[config.mk]
export PLATFORM = sky130hd
export DESIGN_NAME = morse_playback_sequencer_top
export DESIGN_NICKNAME = d
export VERILOG_FILES = /design/src/design/msp_pkg.sv /design/src/design/morse_playback_sequencer_top.sv /design/src/design/msp_front.sv /design/src/design/msp_queue.sv /design/src/design/msp_back.sv
export SDC_FILE = /design/constraint.sdc
export NUM_CORES = 2
export LEC_CHECK = 0
export BUFFER_PORTS_ARGS = -buffer_cell sky130_fd_sc_hd__buf_2
export CAP_MARGIN = 20
export CORE_ASPECT_RATIO = 1.2
export CORE_MARGIN = 2
export CORE_UTILIZATION = 45
export CTS_CLUSTER_SIZE = 12
export DETAILED_ROUTE_END_ITERATION = 10
export PLACE_DENSITY_LB_ADDON = 0.15
export RECOVER_POWER = 25
export SYNTH_ARGS = -nofsm -noshare
export SYNTH_HDL_FRONTEND = slang
export SYNTH_HIERARCHICAL = 1
export SYNTH_SLANG_ARGS = --single-unit
[constraint.sdc]
create_clock -name clk -period 9.65 [get_ports clk]
set_input_delay 1.4475 -clock clk [delete_from_list [all_inputs] [get_ports clk]]
set_output_delay 1.4475 -clock clk [all_outputs]
set_load 0.05 [all_outputs]
[src/design/msp_pkg.sv]
package msp_pkg;

	localparam int MSG_DEPTH_DEF        = 512;
	localparam int MAX_ELEMS_DEF        = 7;
	localparam int QUEUE_DEPTH          = 4;
	localparam int UNIT_W               = 16;
	localparam int CNT_W                = 19;
	localparam logic [UNIT_W-1:0] UNIT_TICKS_RESET = 16'd100;

	localparam logic [7:0] BYTE_DOT  = 8'h2E;
	localparam logic [7:0] BYTE_DASH = 8'h2D;
	localparam logic [7:0] BYTE_CR   = 8'h0D;
	localparam logic [7:0] BYTE_NUL  = 8'h00;

	typedef enum logic [2:0] {
		CODE_DOT        = 3'd0,
		CODE_DASH       = 3'd1,
		CODE_SPACE      = 3'd2,
		CODE_LETTER_END = 3'd3,
		CODE_MSG_END    = 3'd4
	} code_t;

	typedef struct packed {
		logic  is_tick;
		code_t code;
	} cmd_t;

	typedef struct packed {
		logic       req_type;
		logic [7:0] symbol_byte;
	} in_item_t;

	typedef struct packed {
		logic key_on;
		logic playing;
		logic overflow;
	} out_item_t;

endpackage

[src/design/morse_playback_sequencer_top.sv]
// morse playback sequencer
// input channel (in_valid/in_ready/in_item): each beat is either a tick
// (req_type 0) or a message byte (req_type 1). '.' dot, '-' dash, CR letter
// end, NUL message end, anything else a word space. bytes fill a pending
// message; a complete one is loaded at once when idle, else at the end of the
// playing message's closing gap. the loaded message loops.
// output channel (out_valid/out_ready/out_item): one beat per tick carrying
// key_on, playing and the sticky overflow flag; byte beats give no result.
// cfg_we/cfg_wdata sets unit_ticks (ticks per morse unit, 0 acts as 1);
// write it only while the block is quiet.
// throughput: one beat per cycle while the output is not stalled. a tick's
// result passes through the command queue, then the output register, before
// out_valid rises.
// a stalled output holds its register; bytes ahead of the next tick still
// drain, the rest wait in the 4-entry queue, and in_ready drops once it fills.
// reset: idle, no message, unit_ticks 100, overflow clear, queue empty.
// no clearing pass: message memory is used only where it was written.
module morse_playback_sequencer_top #(
	parameter int MSG_DEPTH = msp_pkg::MSG_DEPTH_DEF,
	parameter int MAX_ELEMS = msp_pkg::MAX_ELEMS_DEF
) (
	input  logic                       clk,
	input  logic                       arst_n,
	input  logic                       cfg_we,
	input  logic [msp_pkg::UNIT_W-1:0] cfg_wdata,
	input  logic                       in_valid,
	output logic                       in_ready,
	input  msp_pkg::in_item_t          in_item,
	output logic                       out_valid,
	input  logic                       out_ready,
	output msp_pkg::out_item_t         out_item
);
	import msp_pkg::*;

	logic push;
	logic push_ready;
	cmd_t push_cmd;
	logic q_valid;
	logic q_ready;
	cmd_t q_cmd;

	msp_front u_front (
		.in_valid   (in_valid),
		.in_ready   (in_ready),
		.in_item    (in_item),
		.push       (push),
		.push_ready (push_ready),
		.cmd        (push_cmd)
	);

	msp_queue u_queue (
		.clk        (clk),
		.arst_n     (arst_n),
		.push       (push),
		.push_ready (push_ready),
		.push_cmd   (push_cmd),
		.pop_valid  (q_valid),
		.pop_ready  (q_ready),
		.pop_cmd    (q_cmd)
	);

	msp_back #(
		.MSG_DEPTH (MSG_DEPTH),
		.MAX_ELEMS (MAX_ELEMS)
	) u_back (
		.clk       (clk),
		.arst_n    (arst_n),
		.cfg_we    (cfg_we),
		.cfg_wdata (cfg_wdata),
		.cmd_valid (q_valid),
		.cmd_ready (q_ready),
		.cmd       (q_cmd),
		.out_valid (out_valid),
		.out_ready (out_ready),
		.out_item  (out_item)
	);

endmodule

[src/design/msp_front.sv]
module msp_front (
	input  logic              in_valid,
	output logic              in_ready,
	input  msp_pkg::in_item_t in_item,
	output logic              push,
	input  logic              push_ready,
	output msp_pkg::cmd_t     cmd
);
	import msp_pkg::*;

	assign in_ready = push_ready;
	assign push     = in_valid && push_ready;

	always_comb begin
		cmd.is_tick = !in_item.req_type;
		case (in_item.symbol_byte)
			BYTE_NUL:  cmd.code = CODE_MSG_END;
			BYTE_CR:   cmd.code = CODE_LETTER_END;
			BYTE_DOT:  cmd.code = CODE_DOT;
			BYTE_DASH: cmd.code = CODE_DASH;
			default:   cmd.code = CODE_SPACE;
		endcase
	end

endmodule

[src/design/msp_queue.sv]
module msp_queue (
	input  logic          clk,
	input  logic          arst_n,
	input  logic          push,
	output logic          push_ready,
	input  msp_pkg::cmd_t push_cmd,
	output logic          pop_valid,
	input  logic          pop_ready,
	output msp_pkg::cmd_t pop_cmd
);
	import msp_pkg::*;

	localparam int PW = $clog2(QUEUE_DEPTH);
	localparam int CW = $clog2(QUEUE_DEPTH + 1);

	cmd_t          slot_q [QUEUE_DEPTH];
	logic [PW-1:0] wr_ptr_q;
	logic [PW-1:0] rd_ptr_q;
	logic [CW-1:0] count_q;
	logic          pop;

	assign push_ready = count_q != CW'(QUEUE_DEPTH);
	assign pop_valid  = count_q != '0;
	assign pop_cmd    = slot_q[rd_ptr_q];
	assign pop        = pop_valid && pop_ready;

	always_ff @(posedge clk or negedge arst_n) begin
		if (!arst_n) begin
			wr_ptr_q <= '0;
			rd_ptr_q <= '0;
			count_q  <= '0;
		end else begin
			if (push)
				wr_ptr_q <= wr_ptr_q + 1'b1;
			if (pop)
				rd_ptr_q <= rd_ptr_q + 1'b1;
			if (push && !pop)
				count_q <= count_q + 1'b1;
			else if (pop && !push)
				count_q <= count_q - 1'b1;
		end
	end

	always_ff @(posedge clk) begin
		if (push)
			slot_q[wr_ptr_q] <= push_cmd;
	end

endmodule

[src/design/msp_back.sv]
module msp_back #(
	parameter int MSG_DEPTH = msp_pkg::MSG_DEPTH_DEF,
	parameter int MAX_ELEMS = msp_pkg::MAX_ELEMS_DEF
) (
	input  logic                        clk,
	input  logic                        arst_n,
	input  logic                        cfg_we,
	input  logic [msp_pkg::UNIT_W-1:0]  cfg_wdata,
	input  logic                        cmd_valid,
	output logic                        cmd_ready,
	input  msp_pkg::cmd_t               cmd,
	output logic                        out_valid,
	input  logic                        out_ready,
	output msp_pkg::out_item_t          out_item
);
	import msp_pkg::*;

	localparam int AW = $clog2(MSG_DEPTH);
	localparam int EW = $clog2(MAX_ELEMS + 1);
	localparam int MEM_ENTRIES = 2 ** (AW + 1);
	localparam logic [AW-1:0] LAST_ADDR = AW'(MSG_DEPTH - 1);
	localparam logic [EW-1:0] ELEM_MAX  = EW'(MAX_ELEMS);

	typedef enum logic [4:0] {
		PH_IDLE       = 5'b00001,
		PH_ON         = 5'b00010,
		PH_OFF        = 5'b00100,
		PH_LETTER_GAP = 5'b01000,
		PH_MSG_GAP    = 5'b10000
	} phase_t;

	// both messages share one memory, the bank bit picks the playing half
	code_t          mem [MEM_ENTRIES];
	code_t          rd_data_q;
	logic           rd_req_q;
	logic [AW:0]    rd_addr_q;

	logic [UNIT_W-1:0] unit_ticks_q;
	phase_t         phase_q, phase_d;
	logic           key_q, key_d;
	logic [CNT_W-1:0] cnt_q, cnt_d;
	logic [AW-1:0]  rp_q, rp_d;
	logic [AW-1:0]  wp_q, wp_d;
	logic [EW-1:0]  elems_q, elems_d;
	logic           pend_q, pend_d;
	logic           ovf_q, ovf_d;
	logic           bank_q, bank_d;
	code_t          head_act_q, head_act_d;
	code_t          head_pend_q, head_pend_d;

	logic           out_valid_q;
	out_item_t      out_item_q;
	out_item_t      res;
	logic           slot_free;
	logic           fire;

	logic           wr_en;
	code_t          wr_code;
	logic           rd_req_d;
	logic [AW-1:0]  rd_off_d;

	logic           do_load;
	logic           do_letter;
	logic           do_elem;
	code_t          sl_code;
	logic [CNT_W-1:0] u1, u2, u3, u5, u7, cnt_dec;
	logic [UNIT_W-1:0] u;

	assign u  = (unit_ticks_q == '0) ? UNIT_W'(1) : unit_ticks_q;
	assign u1 = CNT_W'(u);
	assign u2 = CNT_W'({u, 1'b0});
	assign u3 = u1 + u2;
	assign u5 = u1 + CNT_W'({u, 2'b00});
	assign u7 = CNT_W'({u, 3'b000}) - u1;
	assign cnt_dec = (cnt_q != '0) ? cnt_q - 1'b1 : '0;

	assign slot_free = !out_valid_q || out_ready;
	assign cmd_ready = !cmd.is_tick || slot_free;
	assign fire      = cmd_valid && cmd_ready;
	assign out_valid = out_valid_q;
	assign out_item  = out_item_q;

	always_comb begin
		phase_d     = phase_q;
		key_d       = key_q;
		cnt_d       = cnt_q;
		rp_d        = rp_q;
		wp_d        = wp_q;
		elems_d     = elems_q;
		pend_d      = pend_q;
		ovf_d       = ovf_q;
		bank_d      = bank_q;
		head_act_d  = head_act_q;
		head_pend_d = head_pend_q;
		wr_en       = 1'b0;
		wr_code     = cmd.code;
		rd_req_d    = 1'b0;
		rd_off_d    = rp_q;
		do_load     = 1'b0;
		do_letter   = 1'b0;
		do_elem     = 1'b0;
		sl_code     = head_act_q;
		res         = '0;

		if (fire && !cmd.is_tick) begin
			if (pend_q) begin
				ovf_d = 1'b1;
			end else if (cmd.code == CODE_MSG_END) begin
				wr_en  = 1'b1;
				pend_d = 1'b1;
				if (wp_q == '0)
					head_pend_d = CODE_MSG_END;
				if (phase_q == PH_IDLE) begin
					do_load = 1'b1;
					sl_code = (wp_q == '0) ? CODE_MSG_END : head_pend_q;
				end
			end else if (wp_q == LAST_ADDR) begin
				ovf_d = 1'b1;
			end else if (cmd.code == CODE_LETTER_END) begin
				wr_en   = 1'b1;
				wp_d    = wp_q + 1'b1;
				elems_d = '0;
				if (wp_q == '0)
					head_pend_d = cmd.code;
			end else if (elems_q >= ELEM_MAX) begin
				ovf_d = 1'b1;
			end else begin
				wr_en   = 1'b1;
				wp_d    = wp_q + 1'b1;
				elems_d = elems_q + 1'b1;
				if (wp_q == '0)
					head_pend_d = cmd.code;
			end
		end else if (fire) begin
			res.overflow = ovf_q;
			if (phase_q == PH_IDLE) begin
				key_d = 1'b0;
			end else begin
				res.key_on  = key_q;
				res.playing = 1'b1;
				cnt_d = cnt_dec;
				if (cnt_dec == '0) begin
					case (phase_q)
						PH_ON: begin
							phase_d = PH_OFF;
							key_d   = 1'b0;
							cnt_d   = u2;
						end
						PH_OFF: begin
							// rd_data_q holds the code after the finished element
							if (rd_data_q == CODE_LETTER_END) begin
								rp_d     = rp_q + AW'(2);
								phase_d  = PH_LETTER_GAP;
								key_d    = 1'b0;
								cnt_d    = u3;
								rd_req_d = 1'b1;
								rd_off_d = rp_q + AW'(2);
							end else if (rd_data_q inside {CODE_MSG_END}) begin
								rp_d     = rp_q + 1'b1;
								phase_d  = PH_LETTER_GAP;
								key_d    = 1'b0;
								cnt_d    = u3;
								rd_req_d = 1'b1;
								rd_off_d = rp_q + 1'b1;
							end else begin
								rp_d    = rp_q + 1'b1;
								do_elem = 1'b1;
								sl_code = rd_data_q;
							end
						end
						PH_LETTER_GAP: begin
							do_letter = 1'b1;
							sl_code   = rd_data_q;
						end
						PH_MSG_GAP: begin
							if (pend_q) begin
								do_load = 1'b1;
								sl_code = head_pend_q;
							end else begin
								rp_d      = '0;
								do_letter = 1'b1;
								sl_code   = head_act_q;
							end
						end
						default: begin
							phase_d = PH_IDLE;
							key_d   = 1'b0;
						end
					endcase
				end
			end
		end

		if (do_load) begin
			bank_d     = !bank_q;
			pend_d     = 1'b0;
			wp_d       = '0;
			elems_d    = '0;
			rp_d       = '0;
			head_act_d = sl_code;
			do_letter  = 1'b1;
		end

		// an empty letter ends the message
		if (do_letter) begin
			if (sl_code inside {CODE_LETTER_END, CODE_MSG_END}) begin
				phase_d = PH_MSG_GAP;
				key_d   = 1'b0;
				cnt_d   = u7;
			end else begin
				do_elem = 1'b1;
			end
		end

		if (do_elem) begin
			rd_req_d = 1'b1;
			rd_off_d = rp_d + 1'b1;
			case (sl_code)
				CODE_DOT: begin
					phase_d = PH_ON;
					key_d   = 1'b1;
					cnt_d   = u1;
				end
				CODE_DASH: begin
					phase_d = PH_ON;
					key_d   = 1'b1;
					cnt_d   = u3;
				end
				default: begin
					phase_d = PH_OFF;
					key_d   = 1'b0;
					cnt_d   = u5;
				end
			endcase
		end
	end

	always_ff @(posedge clk or negedge arst_n) begin
		if (!arst_n) begin
			unit_ticks_q <= UNIT_TICKS_RESET;
			phase_q      <= PH_IDLE;
			key_q        <= 1'b0;
			cnt_q        <= '0;
			rp_q         <= '0;
			wp_q         <= '0;
			elems_q      <= '0;
			pend_q       <= 1'b0;
			ovf_q        <= 1'b0;
			bank_q       <= 1'b0;
			head_act_q   <= CODE_MSG_END;
			head_pend_q  <= CODE_MSG_END;
			rd_req_q     <= 1'b0;
			rd_addr_q    <= '0;
			out_valid_q  <= 1'b0;
		end else begin
			if (cfg_we)
				unit_ticks_q <= cfg_wdata;
			phase_q     <= phase_d;
			key_q       <= key_d;
			cnt_q       <= cnt_d;
			rp_q        <= rp_d;
			wp_q        <= wp_d;
			elems_q     <= elems_d;
			pend_q      <= pend_d;
			ovf_q       <= ovf_d;
			bank_q      <= bank_d;
			head_act_q  <= head_act_d;
			head_pend_q <= head_pend_d;
			// read goes out the cycle after the request, clear of any fresh write
			rd_req_q    <= rd_req_d;
			rd_addr_q   <= {bank_d, rd_off_d};
			if (fire && cmd.is_tick)
				out_valid_q <= 1'b1;
			else if (out_ready)
				out_valid_q <= 1'b0;
		end
	end

	always_ff @(posedge clk) begin
		if (fire && cmd.is_tick)
			out_item_q <= res;
	end

	always_ff @(posedge clk) begin
		if (wr_en)
			mem[{!bank_q, wp_q}] <= wr_code;
		if (rd_req_q)
			rd_data_q <= mem[rd_addr_q];
	end

endmodule

Word level (Yosys, flattened, before mapping)
Memories as Yosys holds them, arrays and structs flattened. A register that Yosys moved wholly into a read port is not among the register bits.
Index checks and enable logic that the tools add are counted.
{ "word_totals": {"register_bits": 93, "latch_bits": 0, "mem_bits_rw": 3088, "mem_bits_ro": 0, "inputBits": 30, "output_inout_bits": 5, "word_cells": 238, "n_memories": 2} }
{ "classes": {"add_sub_neg": 13, "mul": 0, "div": 0, "order_cmp": 1, "eq_ne": 25, "shift": 0, "n_mux": 141, "bitwise_logic": 2, "n_reduce_logical": 33} }
{ "memory_table": {"columns": ["name", "depth", "width", "read_ports", "rd_ports_with_merged_regs", "wr", "line", "text"], "rows": [
  ["u_back.mem", 1024, 3, 1, 1, 1, "msp_back.sv:33", "code_t mem [MEM_ENTRIES];"],
  ["u_queue.slot_q", 4, 4, 1, 0, 1, "msp_queue.sv:16", "cmd_t slot_q [QUEUE_DEPTH];"]
]} }
{ "op_table": {"columns": ["cell", "n"], "rows": [
  ["9-bit 2-to-1 mux", 22],
  ["19-bit 2-to-1 mux", 10],
  ["3-bit 2-to-1 mux", 26],
  ["19-bit one-hot mux with 2 select lines", 2],
  ["1-bit 2-to-1 mux", 65],
  ["5-bit 2-to-1 mux", 9],
  ["9-bit by 1-bit adder with 9-bit output (second input constant)", 3],
  ["16-bit by 18-bit adder with 19-bit output", 1],
  ["19-bit logical NOT", 1],
  ["19-bit nonzero test", 1],
  ["19-bit by 1-bit subtractor with 19-bit output (second input constant)", 1],
  ["19-bit by 16-bit subtractor with 19-bit output", 1],
  ["16-bit by 17-bit adder with 18-bit output", 1],
  ["9-bit one-hot mux with 2 select lines", 1],
  ["8-bit by 6-bit equality test with 1-bit output (second input constant)", 2],
  ["16-bit logical NOT", 1],
  ["16-bit 2-to-1 mux", 1],
  ["5-bit one-hot mux with 3 select lines", 1],
  ["3-bit one-hot mux with 4 select lines", 1],
  ["9-bit by 2-bit adder with 9-bit output (second input constant)", 1],
  ["3-bit by 2-bit equality test with 1-bit output (second input constant)", 3],
  ["3-bit equality test (second input constant)", 3],
  ["9-bit equality test (second input constant)", 1],
  ["9-bit logical NOT", 1],
  ["29 further kinds", 56]
]} }

Logic depth before layout (Yosys ltp)
{ "depth": {"word_depth": 13, "ltp_mapped": 21, "mapped_depth_nobuf": 18} }

Cells and area by module
The synthesis kept the hierarchy.
{ "modules_own_cells": {"columns": ["module", "n_inst", "cells_each", "area_each_um2", "seq_area_each_um2"], "rows": [
  ["msp_back", 1, 6752, 129920.9, 94488.1],
  ["msp_queue", 1, 56, 980.9, 655.6],
  ["msp_front", 1, 12, 73.8, 0.0]
]} }

Worst setup path after synthesis
No wires, ideal clock.
{ "synth_timing": {"kind": "flip-flop to flip-flop", "start": "reg u_queue.rd_ptr_q[0]", "end": "reg u_back.cnt_q[15]", "setup_ps": 130, "t_arrival_ps": 10373, "t_required_ps": 9520, "setup_slack_ps": -853, "stages_incl_launch_ff": 14, "period_less_slack_ps": 10503, "cell_sequence": "dfrtp_1 buf_2 mux4_2 or4b_2 nor3_1 nor2_1 a311oi_1 o21ai_0 mux2i_4 clkbuf_1 nor2_1 a211o_1 a221oi_1 a21oi_1"} }
{ "synth_lines": {"columns": ["element", "line", "text"], "rows": [
  ["start: declaration", "msp_queue.sv:18", "logic [PW-1:0] rd_ptr_q;"],
  ["start signal: assignment", "msp_queue.sv:36", "rd_ptr_q <= rd_ptr_q + 1'b1;"],
  ["end signal: assignment", "msp_back.sv:260", "cnt_q <= cnt_d;"],
  ["end: declaration", "msp_back.sv:41", "logic [CNT_W-1:0] cnt_q, cnt_d;"]
]} }

==> results by group <==
Route
  – DR WL/cell: 31.0 um
  – Met3 routed WL: ~20000 um
  – Final ANT Viol Nets: 0
  – DRT iter0 DRCs: 6734
  – Via density: 6.05
  – Detailed Route WL: 337000 um
  – DRC: 0
  – Max layer used: met4
  – Met2 wire len: approximately 170000 um
  – M1 WL: 138000 um
  – DRT Pass-1 Iters: 6
  – Routed vias: 65800

Clocking
  – Post-CTS Setup Inserts: 0
  – Total clock buffers created by CTS: 330
  – CTS max path bufs: 4
  – Sink Count: 3183
  – Insertion delay of the later-clocked pin in the worst-skew pair: 0.89 ns
  – Post-cts sizing count: 0
  – CTS clock-pin slew for the worst setup and hold paths: 0.06 ns
  – TritonCTS clock tree: done
  – CTS Hold Bufs: 0
  – CTS root buffer: clkbuf_16
  – CTS H-tree lvls: 5

GRT
  – Total GRT Usage: 22.8%
  – Total grt overflow: 0
  – Vias in the first global route: 69000
  – Antenna violations before repair: 11
  – Largest net degree at the start of global routing: 215
  – First-pass GRT wire length: 490000 um

Pwr
  – VDD IR max: between 0.0002 and 0.0003 V
  – Leak Pwr: 42.6 nW
  – Pwr/cell area: 237 mW/mm2
  – Clock power share: 33.8%
  – Cell internal pwr: around 25 mW
  – Switching Share: 26.4%
  – Combinational cell fraction of total power: 12.7%
  – Sequential share of power: 53.4%
  – Psw: 9.08 mW

STA
  – Final hold viol count: 0
  – Max_slew headroom: -198%
  – Clk_skew: 0.0532 ns
  – Crit path time final: about 7.1 ns
  – Worst-Margin Slew: 4.47 ns
  – Max Slew Vio Count: 1062
  – Finish-stage setup viols: 0
  – Final Cycle Share: 73.7%
  – Setup slack after layout: approximately 2.5 ns
  – Setup_tns: 0 ns
  – Peak Freq: 0.141 GHz
  – RSZ-0062 raised after global routing: no

Layout
  – Layout area overhead: 10.9%
  – Final #Nets: 6948
  – Fillers: 23300
  – Share of cells above drive strength 1: approximately a quarter

Synth
  – Share of the synthesized area in the top cell type: between 70% and 80%
  – Dominant synthesized flop cell: edfxtp_1
  – Synth top area cells: edfxtp_1 71%, mux4_2 18%, nor2_1 3.2%, dfrtp_1 1.6%, clkbuf_1 1.1%
  – Synth warn: 6
  – Unique cell type count in the Yosys netlist: 99
  – Mapped Cells: a little under 7000
  – Mapped Nets: 6916
  – Sequential share of the synthesized area: between 70 and 80%
  – Synthesized area: 0.131 mm2
  – Avg Inst Size Synth: 19.2 um2
  – Most frequent cell after synthesis: edfxtp_1
  – Yosys top cell by area: edfxtp_1
  – Async set or reset register ratio after synthesis: 2.80%
  – Post-synth EDFFs: 3094
  – Most frequent cells after synthesis: 3094 x edfxtp_1, 1133 x nor2_1, 1027 x mux4_2
  – #FFs+latches synth: 3183

Setup path
  – CP Capture Type: flip-flop
  – Crit-path max FO: 70
  – Startpoint types: flip-flop
  – Data arrival time of the critical path: 7.66 ns
  – Req. time, crit path: between 10 and 15 ns
  – Setup Crit Path Kind: reg -> reg

Placed design
  – Port bufs: 34
  – HPWL Detailed: between 150000 and 200000 um
  – Pre-CTS setup slack: 3.41 ns
  – Final RePlAce weighted congestion: 0.816

Floorplanning
  – I/O pin count: 35
  – Die area: slightly below 0.3 mm2
  – DIE HEIGHT: 595 um
  – Starting density of the core: 45.1%
  – Core Area: 0.290 mm2
  – Chip width: 496 um
  – Row Count: 217

Status
  – Violated checks: max-capacitance violations, max-slew violations
  – Outcome: finished with violations

Flow run
  – Max_cap viols: 13

Min path
  – Hold WC Path Type: reg -> reg
state kept, by name, summed over array words and instances, names as in the netlist, 2 cells and up:
| register | cells |
|---|---|
| u_back/rp_q | 9 |
| u_back/head_pend_q | 3 |
| u_back/head_act_q | 3 |
| u_back/cnt_q | 19 |
| u_back/wp_q | 9 |
| u_queue/slot_q | 16 |
| u_queue/rd_ptr_q | 2 |
| u_back/out_item | 3 |
| u_back/rd_data_q | 3 |
| u_back/phase_q | 5 |
| u_queue/wr_ptr_q | 2 |
| u_back/rd_addr_q | 9 |
| u_queue/count_q | 3 |
| u_back/elems_q | 3 |
| u_back/mem | 3072 |
| u_back/unit_ticks_q | 16 |
area by class of cell:
| type | count | area, um2 | area share [%] |
|---|---|---|---|
| antenna | 3 | 7.51 | 0.00517 |
| sequential | 3183 | 95200 | 65.5 |
| tap | 3832 | 4790 | 3.30 |
| multi-input combinational | 3086 | 34100 | 23.4 |
| clock inverter | 82 | 671 | 0.462 |
| clock buffer | 439 | 8840 | 6.09 |
| timing repair buffer | 188 | 1470 | 1.01 |
| inverter | 63 | 236 | 0.163 |
critical path, cell delays in order (launching register included):
cell      delay [ns]
dfrtp_1         0.50
mux4_4          0.70
clkbuf_1        2.56
nor2b_1         0.38
a21oi_1         0.10
nor2_1          0.12
o21bai_1        0.12
or2_2           0.38
nor2_1          0.67
nand2_1         0.55
buf_4           0.39
nor2_1          0.27
kinds of logic after synthesis:
logic type | after synthesis | synth area share, %
compound gates | 363 | 1.83
fa+ha+maj | 67 | 0.650
flops | 3183 | 72.6
xor+xnor | 77 | 0.515
simple gates | 1523 | 4.84
buf+inv | 551 | 1.62
mux | 1056 | 17.9
path summary, 6_finish.rpt:
path	startpoint	to	slack, ns	cells past startpoint
worst max-delay path	u_queue/rd_ptr_q[0]	u_back/mem[352][2]	2.54	11
worst min-delay path	u_back/key_q	u_back/key_q	0.48	2
worst max register to register	u_queue/rd_ptr_q[0]	u_back/mem[352][2]	2.54	11
worst min register to register	u_back/key_q	u_back/key_q	0.48	2
max in group asynchronous	arst_n	u_back/rd_addr_q[6]	4.33	2
min in group asynchronous	arst_n	u_back/unit_ticks_q[8]	1.53	1
power by group through the flow:
stage,clock network (mW),registers (mW),logic [mW]
floorplan,0,19.2,2.14
global placement,0,18.5,4.42
detailed placement,0,18.5,4.51
CTS,11.9,18.2,4.53
global route,12.4,18.4,4.83
finish,11.7,18.4,4.39
metal layers:
metal,vias to the layer above,GRT usage [%]
li1,27500,-
met1,35600,31.6
met2,2197,38.5
met3,449,3.17
met4,0,5.28
met5,-,0
cell usage in the layout, fill, tap and decap left out, drive strengths merged, types with 11 or more instances in the layout:
cell type  Yosys  layout
a211oi        14      14
and2          15      15
clkinv         2      64
o211ai        12      12
nor4          15      15
and3          12      12
o21ai        113     113
nor2b         23      23
nand2b        12      12
o31ai         13      13
mux2          15      15
clkbuf       398     458
a31oi         17      17
a21oi         73      73
mux2i         14      14
xor2          22      22
nor3          27      27
edfxtp      3094    3094
dfrtp         83      83
nand3         51      51
nor3b         13      13
xnor2         55      55
nand2        168     168
mux4        1027    1027
a22oi         24      24
inv           61      71
or3           11      11
nor2        1134    1134
a21o          17      17
ha            64      64
buf           90     169
stage by stage:
step                      util, %  hold slack (ns)  total power [mW]  cell area (um2)  cells
after floorplan                 -            0.420              21.3           131000   6820
after global placement       46.8            0.470              22.9           136000  10400
after detailed placement     46.8            0.467              23.0           136000  10400
after CTS                    50.1            0.480              34.7           145000  10900
after global routing         50.0            0.525              35.7           145000  10900
final                        50.0            0.476              34.4           145000  10900
(Power assumes the default switching activity.)
